--- config.mk ---
export PLATFORM = sky130hd
export DESIGN_NAME = lfu_key_value_cache_unit
export DESIGN_NICKNAME = d
export VERILOG_FILES = /design/src/rtl/lkvc_pkg.sv /design/src/rtl/lfu_key_value_cache_unit.sv /design/src/rtl/lkvc_cell.sv
export SDC_FILE = /design/constraint.sdc
export NUM_CORES = 1
export LEC_CHECK = 0
export BUFFER_PORTS_ARGS = -buffer_cell sky130_fd_sc_hd__buf_4
export CAP_MARGIN = 5
export CORE_ASPECT_RATIO = 1.2
export CORE_UTILIZATION = 30
export CTS_CLUSTER_DIAMETER = 60
export CTS_CLUSTER_SIZE = 20
export DETAILED_ROUTE_END_ITERATION = 7
export GPL_TIMING_DRIVEN = 0
export SLEW_MARGIN = 20
export SYNTH_ARGS = -nofsm -noshare
export SYNTH_HDL_FRONTEND = slang
export SYNTH_SLANG_ARGS = --single-unit
export TNS_END_PERCENT = 10
--- constraint.sdc ---
create_clock -name clk_i -period 29.6 [get_ports clk_i]
set_clock_uncertainty 0.15 [all_clocks]
set_input_delay 2.96 -clock clk_i [delete_from_list [all_inputs] [get_ports clk_i]]
set_output_delay 2.96 -clock clk_i [all_outputs]
set_load 0.05 [all_outputs]
--- src/rtl/lkvc_pkg.sv ---
// Package for the LFU key-value cache: sizes, item structs, stored entry and controller states.
// It depends on nothing else in the project.
package lkvc_pkg;

  localparam int Entries    = 16;
  localparam int CountWidth = 16;
  localparam int CapWidth   = 5;
  localparam int IdxWidth   = (Entries > 1) ? $clog2(Entries) : 1;
  localparam int RankWidth  = IdxWidth;
  localparam int OccWidth   = $clog2(Entries + 1);

  localparam logic [CapWidth-1:0] CapReset = CapWidth'(16);

  typedef enum logic {
    ACT_GET = 1'b0,
    ACT_PUT = 1'b1
  } action_e;

  typedef struct packed {
    logic               action;
    logic signed [31:0] key;
    logic signed [31:0] value;
  } req_t;

  typedef struct packed {
    logic               hit;
    logic signed [31:0] read_value;
  } res_t;

  typedef struct packed {
    logic                  valid;
    logic [31:0]           key;
    logic [31:0]           value;
    logic [CountWidth-1:0] count;
    logic [RankWidth-1:0]  rank;
  } entry_t;

  typedef enum logic [1:0] {
    ST_IDLE,
    ST_SCAN,
    ST_UPDATE,
    ST_RESP
  } state_e;

endpackage

--- src/rtl/lfu_key_value_cache_unit.sv ---
// Top level of the LFU key-value cache: a ring of entry cells and the controller that scans it.
// Depends on lkvc_pkg and lkvc_cell.
//
//   channel   direction  handshake                 payload
//   request   in         start, busy               req_i (action, key, value)
//   result    out        done_o strobe, one cycle  res_o (hit, read_value)
//   config    in         cfg_valid_i, cfg_ready_o  cfg_data_i (capacity_in_use)
//
// An item takes one full turn of the ring to find the key, the victim and a free slot, one
// more turn to apply the update, then the result cycle.
// With a capacity of zero an item skips both ring turns and goes straight to the result.
// Reset empties the cache and sets the capacity to 16. Results cannot be stalled.
module lfu_key_value_cache_unit (
  input  logic                             clk_i,
  input  logic                             rst_ni,
  input  logic                             start,
  output logic                             busy,
  input  lkvc_pkg::req_t                   req_i,
  output logic                             done_o,
  output lkvc_pkg::res_t                   res_o,
  input  logic                             cfg_valid_i,
  output logic                             cfg_ready_o,
  input  logic [lkvc_pkg::CapWidth-1:0]    cfg_data_i
);
  import lkvc_pkg::*;

  state_e state_q, state_d;
  logic [CapWidth-1:0]   cap_q;
  logic [OccWidth-1:0]   occ_q, occ_d;
  logic [IdxWidth-1:0]   pos_q, pos_d;
  req_t                  req_q;

  logic                  found_q, found_d;
  logic [IdxWidth-1:0]   hit_idx_q, hit_idx_d;
  logic [RankWidth-1:0]  hit_rank_q, hit_rank_d;
  logic [31:0]           hit_val_q, hit_val_d;
  logic                  vic_have_q, vic_have_d;
  logic [IdxWidth-1:0]   vic_idx_q, vic_idx_d;
  logic [CountWidth-1:0] vic_cnt_q, vic_cnt_d;
  logic [RankWidth-1:0]  vic_rank_q, vic_rank_d;
  logic [IdxWidth-1:0]   free_idx_q, free_idx_d;

  entry_t chain [Entries];
  entry_t head, tail_in;
  logic   shift;
  logic   last, full, is_put, do_write, all_age;
  logic [IdxWidth-1:0]  tgt_idx;
  logic [RankWidth-1:0] thr;

  assign cfg_ready_o = 1'b1;
  assign busy        = (state_q != ST_IDLE);
  assign head        = chain[0];
  assign last        = (pos_q == IdxWidth'(Entries - 1));
  assign is_put      = (req_q.action == ACT_PUT);
  assign full        = (32'(occ_q) >= 32'(cap_q)) || (32'(occ_q) == 32'(Entries));
  assign do_write    = found_q || is_put;
  assign all_age     = is_put && !found_q && !full;
  assign tgt_idx     = found_q ? hit_idx_q : (full ? vic_idx_q : free_idx_q);
  assign thr         = found_q ? hit_rank_q : vic_rank_q;

  for (genvar i = 0; i < Entries; i++) begin : g_ring
    entry_t cell_in;
    if (i == Entries - 1) begin : g_tail
      assign cell_in = tail_in;
    end else begin : g_mid
      assign cell_in = chain[i+1];
    end
    lkvc_cell u_cell (
      .clk_i   (clk_i),
      .rst_ni  (rst_ni),
      .shift_i (shift),
      .entry_i (cell_in),
      .entry_o (chain[i])
    );
  end

  always_comb begin
    tail_in = head;
    if (state_q == ST_UPDATE && do_write) begin
      if (pos_q == tgt_idx) begin
        if (found_q) begin
          if (head.count != {CountWidth{1'b1}}) begin
            tail_in.count = head.count + CountWidth'(1);
          end
          tail_in.rank = '0;
          if (is_put) begin
            tail_in.value = req_q.value;
          end
        end else begin
          tail_in.valid = 1'b1;
          tail_in.key   = req_q.key;
          tail_in.value = req_q.value;
          tail_in.count = CountWidth'(1);
          tail_in.rank  = '0;
        end
      end else if (head.valid && (all_age || head.rank < thr)) begin
        tail_in.rank = head.rank + RankWidth'(1);
      end
    end
  end

  always_comb begin
    state_d    = state_q;
    pos_d      = pos_q;
    occ_d      = occ_q;
    shift      = 1'b0;
    done_o     = 1'b0;
    found_d    = found_q;
    hit_idx_d  = hit_idx_q;
    hit_rank_d = hit_rank_q;
    hit_val_d  = hit_val_q;
    vic_have_d = vic_have_q;
    vic_idx_d  = vic_idx_q;
    vic_cnt_d  = vic_cnt_q;
    vic_rank_d = vic_rank_q;
    free_idx_d = free_idx_q;
    case (state_q)
      ST_IDLE: begin
        pos_d      = '0;
        found_d    = 1'b0;
        vic_have_d = 1'b0;
        if (start) begin
          state_d = (cap_q == '0) ? ST_RESP : ST_SCAN;
        end
      end
      ST_SCAN: begin
        shift = 1'b1;
        pos_d = pos_q + IdxWidth'(1);
        if (head.valid && head.key == req_q.key) begin
          found_d    = 1'b1;
          hit_idx_d  = pos_q;
          hit_rank_d = head.rank;
          hit_val_d  = head.value;
        end
        if (!head.valid) begin
          free_idx_d = pos_q;
        end
        if (head.valid && (!vic_have_q || head.count < vic_cnt_q ||
            (head.count == vic_cnt_q && head.rank > vic_rank_q))) begin
          vic_have_d = 1'b1;
          vic_idx_d  = pos_q;
          vic_cnt_d  = head.count;
          vic_rank_d = head.rank;
        end
        if (last) begin
          pos_d   = '0;
          state_d = ST_UPDATE;
        end
      end
      ST_UPDATE: begin
        shift = 1'b1;
        pos_d = pos_q + IdxWidth'(1);
        if (last) begin
          pos_d   = '0;
          state_d = ST_RESP;
          if (all_age) begin
            occ_d = occ_q + OccWidth'(1);
          end
        end
      end
      ST_RESP: begin
        done_o  = 1'b1;
        state_d = ST_IDLE;
      end
      default: state_d = ST_IDLE;
    endcase
  end

  always_comb begin
    res_o.hit        = found_q;
    res_o.read_value = (found_q && !is_put) ? hit_val_q : '0;
  end

  always_ff @(posedge clk_i or negedge rst_ni) begin
    if (!rst_ni) begin
      state_q    <= ST_IDLE;
      cap_q      <= CapReset;
      occ_q      <= '0;
      pos_q      <= '0;
      found_q    <= 1'b0;
      vic_have_q <= 1'b0;
    end else begin
      state_q    <= state_d;
      occ_q      <= occ_d;
      pos_q      <= pos_d;
      found_q    <= found_d;
      vic_have_q <= vic_have_d;
      if (cfg_valid_i && cfg_ready_o) begin
        cap_q <= cfg_data_i;
      end
    end
  end

  always_ff @(posedge clk_i) begin
    if (start && !busy) begin
      req_q <= req_i;
    end
    hit_idx_q  <= hit_idx_d;
    hit_rank_q <= hit_rank_d;
    hit_val_q  <= hit_val_d;
    vic_idx_q  <= vic_idx_d;
    vic_cnt_q  <= vic_cnt_d;
    vic_rank_q <= vic_rank_d;
    free_idx_q <= free_idx_d;
  end

  a_done_frees: assert property (@(posedge clk_i) disable iff (!rst_ni) done_o |=> !busy)
    else $error("busy held after result");
  a_accept_busy: assert property (@(posedge clk_i) disable iff (!rst_ni)
    (start && !busy) |=> busy)
    else $error("accepted item did not raise busy");
  a_miss_zero: assert property (@(posedge clk_i) disable iff (!rst_ni)
    (done_o && !res_o.hit) |-> (res_o.read_value == '0))
    else $error("miss returned a nonzero value");
  a_occ_bound: assert property (@(posedge clk_i) disable iff (!rst_ni)
    32'(occ_q) <= 32'(Entries))
    else $error("occupancy beyond entry count");

endmodule

--- src/rtl/lkvc_cell.sv ---
// One storage cell of the rotating entry ring: holds one cache entry and passes it on when shifted.
// Depends on lkvc_pkg.
module lkvc_cell (
  input  logic            clk_i,
  input  logic            rst_ni,
  input  logic            shift_i,
  input  lkvc_pkg::entry_t entry_i,
  output lkvc_pkg::entry_t entry_o
);
  import lkvc_pkg::*;

  logic   valid_q;
  entry_t data_q;

  always_ff @(posedge clk_i or negedge rst_ni) begin
    if (!rst_ni) begin
      valid_q <= 1'b0;
    end else if (shift_i) begin
      valid_q <= entry_i.valid;
    end
  end

  always_ff @(posedge clk_i) begin
    if (shift_i) begin
      data_q <= entry_i;
    end
  end

  always_comb begin
    entry_o       = data_q;
    entry_o.valid = valid_q;
  end

endmodule
* Word-level counts from Yosys, hierarchy flattened
Cells that the tools add are included.
** Operators by class
- $add $sub $neg :: 4
- Multiply operators :: 0
- Divide/modulo/power cells :: 0
- Order comparisons :: 4
- Equality and inequality tests :: 14
- Shift-type cells :: 0
- Mux-type cells :: 25
- Bitwise operators :: 1
- Reductions and logical operators :: 32
** Operators with widths (number)
- two-way mux 85 bit :: 1
- two-way mux 81 bit :: 1
- two-way mux 32 bit :: 2
- two-way mux 52 bit :: 1
- two-way mux 33 bit :: 1
- equality test 32 bit :: 1
- two-way mux 4 bit :: 6
- adder 16 x 1 -> 16 bit, second input constant :: 1
- equality test 16 bit :: 1
- less-than comparator 16 bit :: 1
- two-way mux 16 bit :: 1
- inequality test 16 bit, second input constant :: 1
- inequality test 2 bit, second input constant :: 5
- AND reduction 2 bit :: 5
- logical AND 1 bit :: 9
- adder 4 x 1 -> 4 bit, second input constant :: 2
- two-way mux 2 bit :: 4
- one-hot mux 2 bit (4 select lines) :: 1
- one-hot mux 4 bit (2 select lines) :: 1
- AND reduction 3 bit :: 2
- nonzero test 2 bit :: 3
- adder 5 x 1 -> 5 bit, second input constant :: 1
- equality test 5 bit, second input constant :: 1
- greater-or-equal comparator 5 bit :: 1
- other kinds (14) :: 27
** Word-level totals
- Bits in registers :: 1511
- Bits in latches :: 0
- Memory bits (writable) :: 0
- ROM bits :: 0
- Output and inout port bits :: 36
- Logic and storage cells :: 176
- Memories :: 0

* Longest topological paths before layout
- Depth after elaboration :: 9
- Depth in mapped cells :: 12

* Cells and area by module
A second synthesis with hierarchy kept.
** Second synthesis, totals
- Cell total of the unflattened synthesis :: 2009
- Area total of the unflattened synthesis :: 48977.0 um2
** By module, submodules not included
- lkvc_cell :: times used 16, cells an instance 87, area an instance 2570.0 um2, seq. area each 2547.4 um2
- lfu_key_value_cache_unit :: times used 1, cells an instance 617, area an instance 7857.5 um2, seq. area each 4445.5 um2

* Worst setup path before layout
Ideal clock, no wire load.
- Path type :: reg2reg
- Start point :: register state_q[0]
- End point :: register g_ring[0].u_cell.data_q (netlist bit g_ring[0].u_cell.entry_o[0]) (enable)
- Setup time :: 1.745 ns
- Arrival :: 27.776 ns
- Data required time :: 27.705 ns
- Path slack :: -0.070 ns
- Cell stages (with the launch flop) :: 3
- Buffers on the path :: 0
- Period minus slack after synthesis :: 29.670 ns
- Cells stage by stage :: dfrtp_1 -> inv_1 -> ha_1
** Between the ends
- Longest elaborated chain between the ends :: 3
- Elaborated cells between the ends (all ways) :: 4
- Classes of those cells :: eq/ne (2); mux (1); reduce/logical (1)
** RTL lines
- start, declared :: line lfu_key_value_cache_unit.sv:27 : state_e state_q, state_d;
- start signal, assigned :: line lfu_key_value_cache_unit.sv:183 : state_q <= state_d;
- equality test 2 bit or equality test 2 x 1 -> 1 bit (tied branches) :: line lfu_key_value_cache_unit.sv:117 : case (state_q)
- OR reduction 2 bit (no line) (*)
- two-way mux 1 bit (*) :: line lfu_key_value_cache_unit.sv:117
- net g_ring[0].u_cell.shift_i :: line lkvc_cell.sv:6 : input logic shift_i,
- end signal, assigned :: line lkvc_cell.sv:25 : data_q <= entry_i;
- end, declared :: line lkvc_cell.sv:13 : entry_t data_q;
The timed path passes the listed nets; every way through them passes the cells marked *.
A chain may end at the register's enable or synchronous reset.

==> implementation parameters <==
Parameter                              Value

Outcome
  Result of the run ... completed

Pwr
  VDD IR max ... 73.6 uV
  Power density over the cells ... roughly 130 nW/um^2
  Leakage power ... between 15 and 20 nW

Global routing
  Grt met2 use ... 0.112
  GR peak layer ... met1
  Fraction of met1 tracks used by global routing ... 0.133
  Initial antenna violation count ... 7
  Tot GR Track Use ... 0.0855
  Grt met3 use ... 0.0211
  Total congestion overflow ... 0
  Vias in the first global route ... 17700
  First-pass GRT wire length ... approximately 110000 um
  Maximum number of pins on one net before global-route repair ... 65

Placement
  Number of buffers inserted by port buffering ... 107
  Placed Cells incl. Taps ... 4269
  Detailed Place HPWL ... 42600 um
  Cell area reported after detailed placement ... between 50000 and 60000 sq um
  Routability congestion estimate ... 0.779

Route
  Vias/cell ... ~4.1
  Initial DRT Pass Iterations ... 6
  DR iter-0 viols ... approximately 1600
  WL per Instance ... between 15 and 20 um
  Total Routed Length ... just over 70000 um
  DRC errors left ... 0
  Number of vias after detailed routing ... between 15000 and 20000
  Count of nets left with antenna violations after detail routing ... 0

Critical path
  Cell depth of the worst flop-to-flop path ... 11
  RR Startpoint ... cap_q[4]
  Required time of the critical path ... ~26 ns
  Startpoint Class ... flip-flop
  CP Max Fanout ... 10
  Setup CP Type ... flip-flop to primary output
  Data arrival at the endpoint of the critical path ... about 3.7 ns
  Largest incremental delay on the critical path ... about 0.65 ns
  Reg-to-reg slack, setup ... between 20 and 25 ns
  Endpoint kind of the worst setup timing path ... primary output
  Standard cell with the maximum stage delay on the critical path ... sky130_fd_sc_hd__clkbuf_1
  Most frequent CP cell ... sky130_fd_sc_hd__clkbuf_1
  Capturing point of the worst reg2reg path ... g_ring[15].u_cell.entry_o[76]
  Crit path cell chain ... clkbuf_1 > buf_1 > nor2b_1 > clkbuf_1 > and2_1 > buf_4

Worst hold path
  Terminating pin of the worst hold path ... g_ring[7].u_cell.entry_o[61]
  Hold Path Depth ... 0
  Class of the worst hold path ... flip-flop to flip-flop
  Start point of the worst min-delay path ... g_ring[8].u_cell.entry_o[61]

Finish
  Multi-input logic area ... approximately 3500 sq um
  Share of the core filled with cells ... 0.350
  Synth-to-layout area growth ... 15.9%
  Count of fill cells added during filler insertion ... ~15000
  Non-filler cells, final ... around 4400
  Number of nets at the end of the flow ... ~2400
  Seq. cell area ... ~45000 sq um
  Final standard cell area without fillers ... 56700 sq um
  Share of layout cells above drive strength 1 ... 0.176

Synthesis
  Sequential element share of the synthesized area ... 0.923
  Synthesized area per cell ... 24.6 sq um
  Number of enable-type register cells in the synthesized netlist ... approximately 1500
  Synth warn ... 0
  Post-synthesis instance area ... ~49000 sq um
  Register bit total from synthesis ... around 1500
  Top cells by area, synth ... sky130_fd_sc_hd__edfxtp_1, sky130_fd_sc_hd__dfrtp_1, sky130_fd_sc_hd__mux2_2
  Number of nets in the synthesized netlist ... ~2100
  Number of standard cells after synthesis ... approximately 2000
  Ys async rst share ... 0.0225
  Count of distinct cell types in the synthesized netlist ... 61
  Post-synth top area cell ... sky130_fd_sc_hd__edfxtp_1
  Proportion of netlist area held by the largest area contributor ... 0.906
  Commonest register cell after synthesis ... sky130_fd_sc_hd__edfxtp_1

Timing
  Part of the cycle the worst path needs ... 0.229
  Worst max-slew margin expressed relative to the limit ... 0.342
  Worst slew pin tran ... 0.987 ns
  Unrepaired setup endpoints after global routing ... no
  Max Clk Rate ... between 100 and 150 MHz
  Final Hold Fails ... 0
  Final min period ... slightly below 7 ns
  Number of max-slew violations in the final report ... 0
  Setup Total Neg Slack ... 0 ns
  Setup violations, final ... 0

Floorplanning
  Ports ... 110
  Vert. Die Dim ... roughly 440 um
  Placeable core area ... 162000 sq um
  Starting density of the core ... 0.302
  Standard-cell rows ... 162
  DIE WIDTH ... 371 um
  Die footprint ... approximately 160000 sq um

Clock network
  CTS clock-pin slew for the worst setup and hold paths ... roughly 0.080 ns
  Maximum number of buffers from clock root to sink ... 3
  Clock tree from TritonCTS ... yes
  Total number of H-tree levels ... 3
  Cts-stage hold buffer count ... 0
  Number of post-CTS setup repair buffers ... 0
  Clock Sink Count ... between 1500 and 2000
  Clk Latency, worst-skew pair ... 0.74 ns
  Library cell used as clock root buffer ... sky130_fd_sc_hd__clkbuf_16
  Number of buffers inserted during clock tree synthesis ... 106
  Post-cts resize count ... 0

Job
  Max-cap violation count ... 0
==> power by group <==
part | switching, W | leakage, nW | internal (W)
registers | 0.000341 | 14.8 | 0.00412
clock network | 0.000754 | 1.67 | 0.000716
logic | 0.000852 | 2.66 | 0.000332
==> registers in the layout (all words and copies together), names as in the netlist <==
signal	count
cap_q	5
req_q	64
g_ring.u_cell.valid_q	16
free_idx_q	4
vic_rank_q	4
vic_cnt_q	16
is_put	1
hit_val_q	32
pos_q	4
state_q	2
hit_idx_q	4
hit_rank_q	4
occ_q	5
vic_have_q	1
found_q	1
vic_idx_q	4
g_ring.u_cell.entry_o	1344
==> through the flow <==
step / power (W) / hold WS (ns) / setup slack [ns]
2_1_floorplan: 0.00615 / 0.250 / 12.21
3_3_place_gp: 0.00628 / 0.250 / 6.65
3_5_place_dp: 0.00573 / 0.255 / 23.36
4_1_cts: 0.00724 / 0.245 / 22.50
5_1_grt: 0.00749 / 0.254 / 22.50
6_report: 0.00711 / 0.247 / 22.82
==> critical path: cells and delay by family, from the launching register on <==
kind          cells  cell delay, ns
flops             1            0.39
simple gates      2            0.80
buf+inv           4            1.72
==> Yosys cell counts (all sizes together), types with 3 or more instances <==
| cell type | count |
|---|---|
| a211oi | 3 |
| a21o | 6 |
| a21oi | 11 |
| a22o | 3 |
| a2bb2oi | 5 |
| and2 | 33 |
| and3 | 8 |
| buf | 13 |
| clkbuf | 14 |
| dfrtp | 33 |
| edfxtp | 1477 |
| ha | 38 |
| inv | 33 |
| mux2 | 82 |
| mux2i | 6 |
| nand2 | 37 |
| nand2b | 5 |
| nand3 | 14 |
| nand3b | 8 |
| nand4 | 12 |
| nor2 | 21 |
| nor2b | 7 |
| nor4 | 10 |
| o21a | 4 |
| o21ai | 21 |
| o221ai | 8 |
| or2 | 3 |
| xnor2 | 15 |
| xor2 | 30 |
==> how the worst max path moves through the flow <==
stage	from	slack (ns)	cells past startpoint	end
final	found_q	22.82	6	res_o[12]
after CTS	found_q	22.50	6	res_o[12]
after floorplan	state_q[1]	12.21	4	g_ring[0].u_cell.valid_q
after detailed placement	found_q	23.36	6	res_o[12]
after global placement	state_q[1]	6.65	2	g_ring[15].u_cell.entry_o[69]
after global routing	found_q	22.50	6	res_o[12]
==> cell type report <==
type / instances / share of cell area
flip-flops and latches: 1511 / 0.797
multi-input cells: 420 / 0.0619
clock buffers: 122 / 0.0484
well taps: 2132 / 0.0470
repair buffers: 146 / 0.0284
clock inverters: 52 / 0.0127
plain buffers: 27 / 0.00254
inverters: 33 / 0.00218
diodes: 4 / 0.000176
==> metal layers <==
metal / routed length (um) / up-vias / part of all wire
li1: - / 8401 / -
met1: 36400 / 9274 / 0.51
met2: 28700 / 368 / 0.40
met3: 3880 / 139 / 0.055
met4: 2000 / 4 / 0.028
met5: 34 / - / 0.00048
==> layout by cell type, fill, tap and decap left out, drive strengths merged, types with 11 or more instances in the layout <==
master / instances
clkbuf: 136
nand4: 12
edfxtp: 1477
xnor2: 15
nand3: 14
buf: 159
clkinv: 21
xor2: 30
and2: 33
dfrtp: 33
nor2: 21
a21oi: 11
o21ai: 21
mux2: 82
ha: 38
nand2: 37
inv: 59
==> logic make-up (layout without fill, tap and decap cells) <==
family | count (synthesis) | in the layout | synth area share
XOR/XNOR | 45 | 45 | 0.00805
other | 1 | 5 | 0.0000766
buffers and inverters | 60 | 380 | 0.00544
AND/OR/NAND/NOR | 169 | 169 | 0.0193
adder cells (fa/ha/maj) | 38 | 38 | 0.00971
flip-flops | 1511 | 1511 | 0.923
multiplexers | 88 | 88 | 0.0225
AO/OA/AOI/OAI | 79 | 79 | 0.0115
No activity file was read; power rests on OpenSTA's default activity.
